**src/rtl/core/irenc_pkg.sv**
```systemverilog
// ----------------------------------------------------------------------------
// irenc_pkg
// Shared types, character codes and digit tables for the Roman numeral
// encoder core.
// ----------------------------------------------------------------------------
package irenc_pkg;

    localparam int ValueWidth = 14;
    localparam int CharWidth  = 7;
    localparam int DigitWidth = 4;
    localparam int LenWidth   = 3;
    localparam int IdxWidth   = 3;
    localparam int PosWidth   = 2;
    localparam int NumDigits  = 4;
    localparam int MaxDigit   = 9;

    typedef logic [ValueWidth-1:0] value_t;
    typedef logic [CharWidth-1:0]  char_t;
    typedef logic [DigitWidth-1:0] digit_t;
    typedef logic [LenWidth-1:0]   len_t;
    typedef logic [IdxWidth-1:0]   idx_t;
    typedef logic [PosWidth-1:0]   pos_t;

    // ASCII codes of the numeral characters
    localparam char_t ChI   = 7'h49;
    localparam char_t ChV   = 7'h56;
    localparam char_t ChX   = 7'h58;
    localparam char_t ChL   = 7'h4C;
    localparam char_t ChC   = 7'h43;
    localparam char_t ChD   = 7'h44;
    localparam char_t ChM   = 7'h4D;
    localparam char_t ChBar = 7'h5F;

    // Decimal positions, most significant first
    localparam pos_t PosThousands = 2'd0;
    localparam pos_t PosHundreds  = 2'd1;
    localparam pos_t PosTens      = 2'd2;
    localparam pos_t PosOnes      = 2'd3;

    localparam value_t Modulus = 14'd10000;

    typedef struct packed {
        logic load;
        logic split;
        logic emit;
        logic skip;
    } dp_cmd_t;

    typedef struct packed {
        logic split_last;
        logic len_zero;
        logic char_last;
        logic pos_last;
        logic out_free;
    } dp_sts_t;

    // k times the place weight of a split step
    function automatic value_t place_multiple(pos_t step, digit_t k);
        value_t w;
        begin
            case (step)
                PosThousands: w = 14'd1000;
                PosHundreds:  w = 14'd100;
                default:      w = 14'd10;
            endcase
            return value_t'(32'(k) * 32'(w));
        end
    endfunction

    // Number of characters a digit produces at a position
    function automatic len_t digit_len(pos_t pos, digit_t d);
        len_t len;
        begin
            if (d == 4'd4 || d == 4'd9) begin
                len = (pos == PosThousands) ? 3'd3 : 3'd2;
            end else if (d >= 4'd5) begin
                len = (pos == PosThousands) ? len_t'(d - 4'd3) : len_t'(d - 4'd4);
            end else begin
                len = len_t'(d);
            end
            return len;
        end
    endfunction

    // Character j of the numeral for digit d at a position
    function automatic char_t digit_char(pos_t pos, digit_t d, idx_t j);
        char_t ch_one;
        char_t ch_five;
        char_t ch_ten;
        char_t ch;
        begin
            case (pos)
                PosThousands: begin ch_one = ChM; ch_five = ChV; ch_ten = ChX; end
                PosHundreds:  begin ch_one = ChC; ch_five = ChD; ch_ten = ChM; end
                PosTens:      begin ch_one = ChX; ch_five = ChL; ch_ten = ChC; end
                default:      begin ch_one = ChI; ch_five = ChV; ch_ten = ChX; end
            endcase
            if (pos == PosThousands) begin
                // overline written as a trailing underscore
                if (d == 4'd4) begin
                    ch = (j == 3'd0) ? ChM : ((j == 3'd1) ? ChV : ChBar);
                end else if (d == 4'd9) begin
                    ch = (j == 3'd0) ? ChM : ((j == 3'd1) ? ChX : ChBar);
                end else if (d >= 4'd5) begin
                    ch = (j == 3'd0) ? ChV : ((j == 3'd1) ? ChBar : ChM);
                end else begin
                    ch = ChM;
                end
            end else begin
                if (d == 4'd4) begin
                    ch = (j == 3'd0) ? ch_one : ch_five;
                end else if (d == 4'd9) begin
                    ch = (j == 3'd0) ? ch_one : ch_ten;
                end else if (d >= 4'd5) begin
                    ch = (j == 3'd0) ? ch_five : ch_one;
                end else begin
                    ch = ch_one;
                end
            end
            return ch;
        end
    endfunction

endpackage

```
**src/rtl/core/irenc_datapath.sv**
```systemverilog
// ----------------------------------------------------------------------------
// irenc_datapath
// Digit split by one decimal place a cycle, then one numeral character a
// cycle into the output register while it is free; zero digits are skipped.
// ----------------------------------------------------------------------------
module irenc_datapath (
    input  logic               aclk,
    input  logic               aresetn,
    input  irenc_pkg::value_t  s_value,
    input  irenc_pkg::dp_cmd_t cmd,
    output irenc_pkg::dp_sts_t sts,
    input  logic               m_ready,
    output logic               m_valid,
    output irenc_pkg::char_t   m_character,
    output logic               m_last
);
    import irenc_pkg::*;

    value_t rem_reg,  rem_next;
    digit_t digit_reg [NumDigits];
    digit_t digit_next [NumDigits];
    pos_t   pos_reg,  pos_next;
    idx_t   idx_reg,  idx_next;
    logic   m_valid_reg, m_valid_next;
    char_t  m_character_reg, m_character_next;
    logic   m_last_reg, m_last_next;

    value_t wrapped;
    digit_t split_digit;
    value_t rem_split;
    digit_t cur_digit;
    len_t   cur_len;
    logic   digit_done;
    logic   later_zero;
    logic   out_free;

    // fold values above range back into four decimal digits
    assign wrapped = (s_value >= Modulus) ? value_t'(s_value - Modulus) : s_value;

    always_comb begin
        split_digit = '0;
        for (int i = 1; i <= MaxDigit; i++) begin
            if (rem_reg >= place_multiple(pos_reg, digit_t'(i))) begin
                split_digit = digit_t'(i);
            end
        end
    end

    assign rem_split  = value_t'(rem_reg - place_multiple(pos_reg, split_digit));
    assign cur_digit  = digit_reg[pos_reg];
    assign cur_len    = digit_len(pos_reg, cur_digit);
    assign digit_done = (idx_reg == idx_t'(cur_len - 3'd1));
    assign out_free   = !m_valid_reg || m_ready;

    always_comb begin
        later_zero = 1'b1;
        for (int p = 0; p < NumDigits; p++) begin
            if (pos_t'(p) > pos_reg && digit_reg[p] != '0) begin
                later_zero = 1'b0;
            end
        end
    end

    assign sts.split_last = (pos_reg == PosTens);
    assign sts.len_zero   = (cur_digit == '0);
    assign sts.char_last  = digit_done && later_zero;
    assign sts.pos_last   = (pos_reg == PosOnes);
    assign sts.out_free   = out_free;

    always_comb begin
        rem_next         = rem_reg;
        digit_next       = digit_reg;
        pos_next         = pos_reg;
        idx_next         = idx_reg;
        m_valid_next     = m_valid_reg;
        m_character_next = m_character_reg;
        m_last_next      = m_last_reg;

        if (m_ready) begin
            m_valid_next = 1'b0;
        end

        if (cmd.load) begin
            rem_next = wrapped;
            pos_next = PosThousands;
            idx_next = '0;
        end else if (cmd.split) begin
            digit_next[pos_reg] = split_digit;
            rem_next            = rem_split;
            if (pos_reg == PosTens) begin
                // what is left is the ones digit
                digit_next[PosOnes] = digit_t'(rem_split);
                pos_next            = PosThousands;
            end else begin
                pos_next = pos_t'(pos_reg + 2'd1);
            end
        end else if (cmd.emit) begin
            m_valid_next     = 1'b1;
            m_character_next = digit_char(pos_reg, cur_digit, idx_reg);
            m_last_next      = digit_done && later_zero;
            if (digit_done) begin
                idx_next = '0;
                pos_next = pos_t'(pos_reg + 2'd1);
            end else begin
                idx_next = idx_t'(idx_reg + 3'd1);
            end
        end else if (cmd.skip) begin
            idx_next = '0;
            pos_next = pos_t'(pos_reg + 2'd1);
        end
    end

    always_ff @(posedge aclk) begin
        if (!aresetn) begin
            m_valid_reg <= 1'b0;
            pos_reg     <= PosThousands;
            idx_reg     <= '0;
        end else begin
            m_valid_reg <= m_valid_next;
            pos_reg     <= pos_next;
            idx_reg     <= idx_next;
        end
    end

    always_ff @(posedge aclk) begin
        rem_reg         <= rem_next;
        digit_reg       <= digit_next;
        m_character_reg <= m_character_next;
        m_last_reg      <= m_last_next;
    end

    assign m_valid     = m_valid_reg;
    assign m_character = m_character_reg;
    assign m_last      = m_last_reg;

endmodule

```
**src/rtl/core/irenc_ctrl.sv**
```systemverilog
// ----------------------------------------------------------------------------
// irenc_ctrl
// Sequencer: take a value, run the three split steps, then walk the digits
// issuing one character per free output slot.
// ----------------------------------------------------------------------------
module irenc_ctrl (
    input  logic               aclk,
    input  logic               aresetn,
    input  logic               s_valid,
    output logic               s_ready,
    output irenc_pkg::dp_cmd_t cmd,
    input  irenc_pkg::dp_sts_t sts
);
    import irenc_pkg::*;

    typedef enum logic [1:0] {
        ST_IDLE,
        ST_SPLIT,
        ST_EMIT
    } state_t;

    state_t state_reg, state_next;
    logic   s_ready_reg, s_ready_next;

    always_comb begin
        state_next = state_reg;
        cmd        = '0;
        unique case (state_reg)
            ST_IDLE: begin
                if (s_valid && s_ready_reg) begin
                    cmd.load   = 1'b1;
                    state_next = ST_SPLIT;
                end
            end
            ST_SPLIT: begin
                cmd.split = 1'b1;
                if (sts.split_last) begin
                    state_next = ST_EMIT;
                end
            end
            ST_EMIT: begin
                if (sts.len_zero) begin
                    // drop empty digits
                    cmd.skip = 1'b1;
                    if (sts.pos_last) begin
                        state_next = ST_IDLE;
                    end
                end else if (sts.out_free) begin
                    cmd.emit = 1'b1;
                    if (sts.char_last) begin
                        state_next = ST_IDLE;
                    end
                end
            end
            default: state_next = ST_IDLE;
        endcase
        s_ready_next = (state_next == ST_IDLE);
    end

    always_ff @(posedge aclk) begin
        if (!aresetn) begin
            state_reg   <= ST_IDLE;
            s_ready_reg <= 1'b1;
        end else begin
            state_reg   <= state_next;
            s_ready_reg <= s_ready_next;
        end
    end

    assign s_ready = s_ready_reg;

endmodule

```
**src/rtl/core/integer_to_roman_encoder_core.sv**
```systemverilog
// ----------------------------------------------------------------------------
// integer_to_roman_encoder_core
// Converts a value to its Roman numeral, streamed as ASCII characters.
// ----------------------------------------------------------------------------
// Each transaction on the s_ side carries a value; the numeral comes out on
// the m_ side one character per transaction, m_last marking the final one.
// Values above 9999 use their four low decimal digits; a zero value gives no
// output. Thousands of four and up use a trailing underscore as overline.
// A value is accepted, then split into its digits one decimal place per
// cycle through a shared compare bank. The digits are then walked, one
// character per free output slot, each zero digit reached being skipped;
// back-pressure on m_ready holds the walk. The output register lets the
// next value be taken while the last character still waits.
// ----------------------------------------------------------------------------
module integer_to_roman_encoder_core (
    input  logic              aclk,
    input  logic              aresetn,
    input  logic              s_valid,
    output logic              s_ready,
    input  irenc_pkg::value_t s_value,
    output logic              m_valid,
    input  logic              m_ready,
    output irenc_pkg::char_t  m_character,
    output logic              m_last
);
    import irenc_pkg::*;

    dp_cmd_t cmd;
    dp_sts_t sts;

    irenc_ctrl u_ctrl (
        .aclk    (aclk),
        .aresetn (aresetn),
        .s_valid (s_valid),
        .s_ready (s_ready),
        .cmd     (cmd),
        .sts     (sts)
    );

    irenc_datapath u_datapath (
        .aclk        (aclk),
        .aresetn     (aresetn),
        .s_value     (s_value),
        .cmd         (cmd),
        .sts         (sts),
        .m_ready     (m_ready),
        .m_valid     (m_valid),
        .m_character (m_character),
        .m_last      (m_last)
    );

endmodule

```
**config.mk**
```make
export PLATFORM = sky130hd
export DESIGN_NAME = integer_to_roman_encoder_core
export DESIGN_NICKNAME = d
export VERILOG_FILES = /design/src/rtl/core/irenc_pkg.sv /design/src/rtl/core/irenc_datapath.sv /design/src/rtl/core/irenc_ctrl.sv /design/src/rtl/core/integer_to_roman_encoder_core.sv
export SDC_FILE = /design/constraint.sdc
export NUM_CORES = 1
export LEC_CHECK = 0
export BUFFER_PORTS_ARGS = -buffer_cell sky130_fd_sc_hd__buf_2
export CAP_MARGIN = 20
export CORE_MARGIN = 8
export CORE_UTILIZATION = 60
export CTS_CLUSTER_SIZE = 16
export DETAILED_ROUTE_END_ITERATION = 12
export PLACE_DENSITY = 0.78
export SLEW_MARGIN = 30
export SYNTH_ARGS = -nofsm -noshare
export SYNTH_HDL_FRONTEND = slang
export SYNTH_SLANG_ARGS = --single-unit
```
**constraint.sdc**
```tcl
create_clock -name aclk -period 10.62 [get_ports aclk]
set_clock_uncertainty 0.05 [all_clocks]
set_input_delay 2.124 -clock aclk [delete_from_list [all_inputs] [get_ports aclk]]
set_output_delay 2.124 -clock aclk [all_outputs]
set_load 0.01 [all_outputs]
```
Word level (Yosys, flattened, before mapping):

Index checks and enable logic that the tools add are counted.

* reduce and logical (&&, ||, !) cells: 27
* add/sub/neg operators: 7
* muxes and demuxes: 73
* $lt $le $gt $ge: 17
* equal/unequal tests: 10
* $mul: 6
* bitwise gates (word level): 4

Operators by type and width (number)
* greater-or-equal comparator 14 bit: 5
* two-way mux 7 bit: 10
* two-way mux 14 bit: 3
* two-way mux 3 bit: 11
* one-hot mux 5 bit (2 select lines): 3
* two-way mux 2 bit: 14
* two-way mux 4 bit: 7
* multiplier 3 x 10 -> 13 bit (first input constant): 2
* multiplier 2 x 10 -> 12 bit (first input constant): 2
* two-way mux 5 bit: 4
* one-hot mux 10 bit (2 select lines): 1
* bitwise mux 16 bit: 1
* two-way mux 1 bit: 16
* nonzero test 4 bit: 4
* greater-or-equal comparator 14 x 10 -> 1 bit: 1
* greater-or-equal comparator 14 x 11 -> 1 bit: 1
* greater-or-equal comparator 14 x 12 -> 1 bit: 1
* greater-or-equal comparator 14 x 13 -> 1 bit: 1
* greater-or-equal comparator 14 bit (second input constant): 1
* multiplier 4 x 10 -> 14 bit: 1
* multiplier 4 x 10 -> 14 bit (first input constant): 1
* subtractor 14 bit: 1
* subtractor 14 bit (second input constant): 1
* binary-select mux 4 bit (select 2 bit): 1
* other kinds (32): 51

* input bits: 18
* output and inout bits: 10
* bits in registers: 47
* logic and storage cells: 156

Depth between registers and ports, before layout:

* depth in word-level cells: 16
* mapped depth: 29
* depth with buffers taken out: 27

Modules after synthesis:

A second synthesis with hierarchy kept.

* cells, all modules: 718
* area total of the unflattened synthesis: 6226.0 um2

By module, submodules not included
* irenc_datapath: sequential area each 1201.2 um2, cells an instance 697, instances 1, area each 6048.3 um2
* irenc_ctrl: sequential area each 60.1 um2, cells an instance 21, instances 1, area each 177.7 um2

Worst setup path after synthesis:

Ideal clock, no wire load.

* path type: register to register
* from: reg u_datapath.pos_reg[1]
* to: reg u_datapath.rem_reg[13] (data pin)
* path slack: 3292 ps
* cell stages (with the launch flop): 26
* buffers on the path: 2
* required time: 10418 ps
* arrival: 7126 ps
* library setup time: 152 ps
* period minus slack after synthesis: 7328 ps
* cells stage by stage: dfxtp_1 > clkbuf_1 > inv_1 > ha_1 > inv_1 > clkbuf_1 > ha_1 > ha_1 > and3b_1 > o31ai_1 > a2111o_1 > a211oi_1 > o221ai_1 > a311oi_1 > nand2_1 > fa_1 > fa_1 > inv_1 > fa_1 > inv_1 > ha_1 > and3_1 > and3_1 > nor3_1 > or4_1 > a31oi_1

* elaborated cells on any way between the ends: 30
* classes of those cells: add/sub (1); mul (6); order compare (9); eq/ne (1); mux (12); reduce/logical (1)

RTL lines
* from (decl): line irenc_datapath.sv:22 `pos_t pos_reg, pos_next;`
* from (signal assigned): line irenc_datapath.sv:116 `pos_reg <= PosThousands;`
* from (signal assigned): line irenc_datapath.sv:120 `pos_reg <= pos_next;`
* == test 2 x 1 -> 1 bit or zero test 2 bit (tied branches): line irenc_pkg.sv:61 `case (step)`
* one-hot mux 10 bit (2 select lines) *: line irenc_pkg.sv:61
* multiplier 3 x 10 -> 13 bit or greater-or-equal comparator 14 x 12 -> 1 bit (tied branches): line irenc_pkg.sv:66, irenc_datapath.sv:43
* greater-or-equal comparator 14 bit or two-way mux 3 bit (tied branches): line irenc_datapath.sv:43 `if (rem_reg >= place_multiple(pos_reg, digit_t'(i))) begin`
* two-way mux 3 bit (3 in a row): line irenc_datapath.sv:43
* two-way mux 4 bit: line irenc_datapath.sv:43
* two-way mux 4 bit *: line irenc_datapath.sv:43
* via u_datapath.split_digit[2]: line irenc_datapath.sv:29 `digit_t split_digit;`
* multiplier 4 x 10 -> 14 bit *: line irenc_pkg.sv:66 `return value_t'(32'(k) * 32'(w));`
* subtractor 14 bit *: line irenc_datapath.sv:49 `assign rem_split = value_t'(rem_reg - place_multiple(pos_reg, split_digit));`
* two-way mux 14 bit *: line irenc_datapath.sv:87 `end else if (cmd.split) begin`
* two-way mux 14 bit *: line irenc_datapath.sv:83 `if (cmd.load) begin`
* via u_datapath.rem_next[13]: line irenc_datapath.sv:19 `value_t rem_reg, rem_next;`
* to (signal assigned): line irenc_datapath.sv:126 `rem_reg <= rem_next;`
* to (decl): line irenc_datapath.sv:19

The timed path passes the listed nets; every way through them passes the cells marked *. The select of a mux whose other input is x is not followed.
A chain may end at the register's enable or synchronous reset.

Final worst setup path:

Same ends and word-level chain as after synthesis.

==> run metrics <==
final hold viol count 0; clk sinks 45; final WL 15710 um; DPL Wire Length between 10000 and 15000 um; Synth Area in Adders 0.2652; Worst Setup Start Kind register; post-synthesis mux area share 0.03452; Post-CTS Hold Fix Bufs 0; Syn Nets 815; WP data required 10.74 ns; Die W 115.5 um; post-CTS setup buffers 0; sequential share of the synthesized area 0.2122; CTS max path bufs 2; Hold Path Class reg2reg; crit path time final approximately 8.7 ns; initial core utilization 0.6138; Final setup violation count 0; die area 13350 sq um; met1 Use GR 0.2996; vias per cell 6.320; Synth warnings 0; Slew HR 0.4450; area leader, netlist ha_1; Vias 5290; max reg flops 16; TritonCTS clock tree done; Synth top area share 0.1979; Worst-path clk slew roughly 0.1 ns; Post-Synth Simple-Gate Area 0.1867; I/O Pins 28; Reg2Reg Depth 23; # resized after CTS 0; PortBufs 25; GRT Overall Usage 0.2455; Netlist Area Pre-Place 5944 sq um; Crit. End Element register; core area between 9000 and 10000 sq um; most common cell after layout, fill and taps aside ha_1; Die H 115.5 um; Avg Inst Size Synth 8.703 sq um; met2 usage 0.4244; share of layout cells above drive strength 1 0.07955; Ant. Diodes 0; Tcrit/Tclk final 0.8196; gr busiest metal met2; Yosys cell types 76; max_cap viols 0; RSZ-0062 raised after global routing false; nets 835; Syn Inst Count 683; Avg WL per Cell 18.77 um; placer congestion estimate 0.9753; met3 usage 0.03231; setup TNS 0 ns; Post-synth top flop edfxtp_1; TritonCTS Buffers 5; arrival time at the worst endpoint 8.82 ns; Post-Synth XOR/XNOR Area 0.03831; largest family of logic cells by synthesized area adder cells; Crit Path Category reg2reg; Root Driver clkbuf_8; Max H-tree Level 2; Cells on Worst Hold Path 2; complex-gate fraction of the synthesized area 0.1966; largest net degree at the start of global routing 22; initial antenna violation count 0; f_max about 0.11 GHz; std cell rows 36; Post-synth EDFFs 36; ANT nets after route 0; length of the first detailed-routing pass in iterations 5; top fanout value on the critical path 21; Clock Latency Late Sink around 0.32 ns; Area contributors post-synth ha_1 (20%), edfxtp_1 (18%), fa_1 (6.7%); area delta synth->final 5.536%; outcome complete, no violations; max-slew violation count 0; worst slew pin tran 0.8269 ns; residual DRC count 0; Layout Utilization 0.6478; Yosys reg bits 45; total congestion overflow 0; ys async rst share 0; vias in the first global route 5290; most frequent cells in the layout ha_1 (94), inv_1 (85), nand2_1 (48), nor2_1 (47), a21oi_1 (38); first-pass GRT wire length 25960 um; DRT iter0 DRCs 368
final cells by class:
type | instances | area [sq um]
Clock buffer | 5 | 68.82
Tap cell | 133 | 166.4
Multi-Input combinational cell | 540 | 4300
Timing Repair Buffer | 26 | 132.6
Sequential cell | 45 | 1261
Inverter | 85 | 319.1
Fill cell | 833 | 3411
Clock inverter | 3 | 25.02
cells by family (layout without fill, tap and decap cells):
| group | count (synthesis) | after routing |
|---|---|---|
| AO/OA/AOI/OAI | 167 | 167 |
| AND/OR/NAND/NOR | 218 | 218 |
| multiplexers | 13 | 13 |
| adder cells (fa/ha/maj) | 114 | 114 |
| other | 2 | 2 |
| XOR/XNOR | 26 | 26 |
| flip-flops | 45 | 45 |
| buffers and inverters | 98 | 119 |
stage by stage:
step           worst slack, ns  hold WS [ns]  instances  cell area (sq um)
2_1_floorplan            3.292        0.4538        683               5944
3_3_place_gp             2.328        0.4810        829               6175
3_5_place_dp             2.105        0.5106        829               6180
4_1_cts                  2.080        0.5248        837               6274
5_1_grt                  1.449        0.5614        837               6274
6_report                 1.916        0.5212        837               6274
routing by layer:
layer | vias to the layer above | wire length [um]
li1 | 2518 | -
met1 | 2516 | 6549
met2 | 205 | 7646
met3 | 51 | 943
met4 | 0 | 573
met5 | - | 0
cells in the mapped netlist, types with 4 or more instances:
master / number
ha_1: 94
or3_1: 5
nor2b_1: 11
o211ai_1: 6
nand2_1: 48
edfxtp_1: 36
dfxtp_1: 9
a211o_1: 4
o21a_1: 8
and2_1: 4
o31ai_1: 10
mux2i_1: 4
nor3_1: 24
o41ai_1: 4
a211oi_1: 12
xor2_1: 15
nand2b_1: 18
inv_1: 85
mux2_2: 4
clkbuf_1: 8
xnor2_1: 11
and3_1: 12
a31oi_1: 7
a21o_1: 12
nand3_1: 18
fa_1: 20
nor4_1: 8
nor2_1: 47
a21oi_1: 38
o21ai_0: 26
critical path, cell delays in order (launching register included):
cell and delay [ns]:
dfxtp_1 0.52, inv_1 0.28, ha_1 0.70, inv_1 0.59, ha_1 0.54, ha_1 0.36
and3b_1 0.19, o31ai_1 0.08, a2111o_1 0.40, a211oi_1 0.28, o221ai_1 0.23, a311oi_1 0.78
nand2_1 0.33, fa_1 0.58, fa_1 0.55, inv_1 0.05, fa_1 0.50, inv_1 0.04
ha_1 0.35, and3_1 0.19, and3_1 0.18, nor3_1 0.07, or4_1 0.53, a31oi_1 0.17
final timing paths:
kind                                      start                                  to  slack (ns)
max          u_datapath.pos_reg[1]$_SDFFE_PP0P_    u_datapath.rem_reg[13]$_DFFE_PP_        1.92
min          u_datapath.idx_reg[0]$_SDFFE_PP0P_  u_datapath.idx_reg[0]$_SDFFE_PP0P_        0.52
max reg2reg  u_datapath.pos_reg[1]$_SDFFE_PP0P_    u_datapath.rem_reg[13]$_DFFE_PP_        1.92
min reg2reg  u_datapath.idx_reg[0]$_SDFFE_PP0P_  u_datapath.idx_reg[0]$_SDFFE_PP0P_        0.52
Power is left out: the tool's default activity adds up to more than one toggle a clock period on the data nets, which glitch-free logic cannot reach.
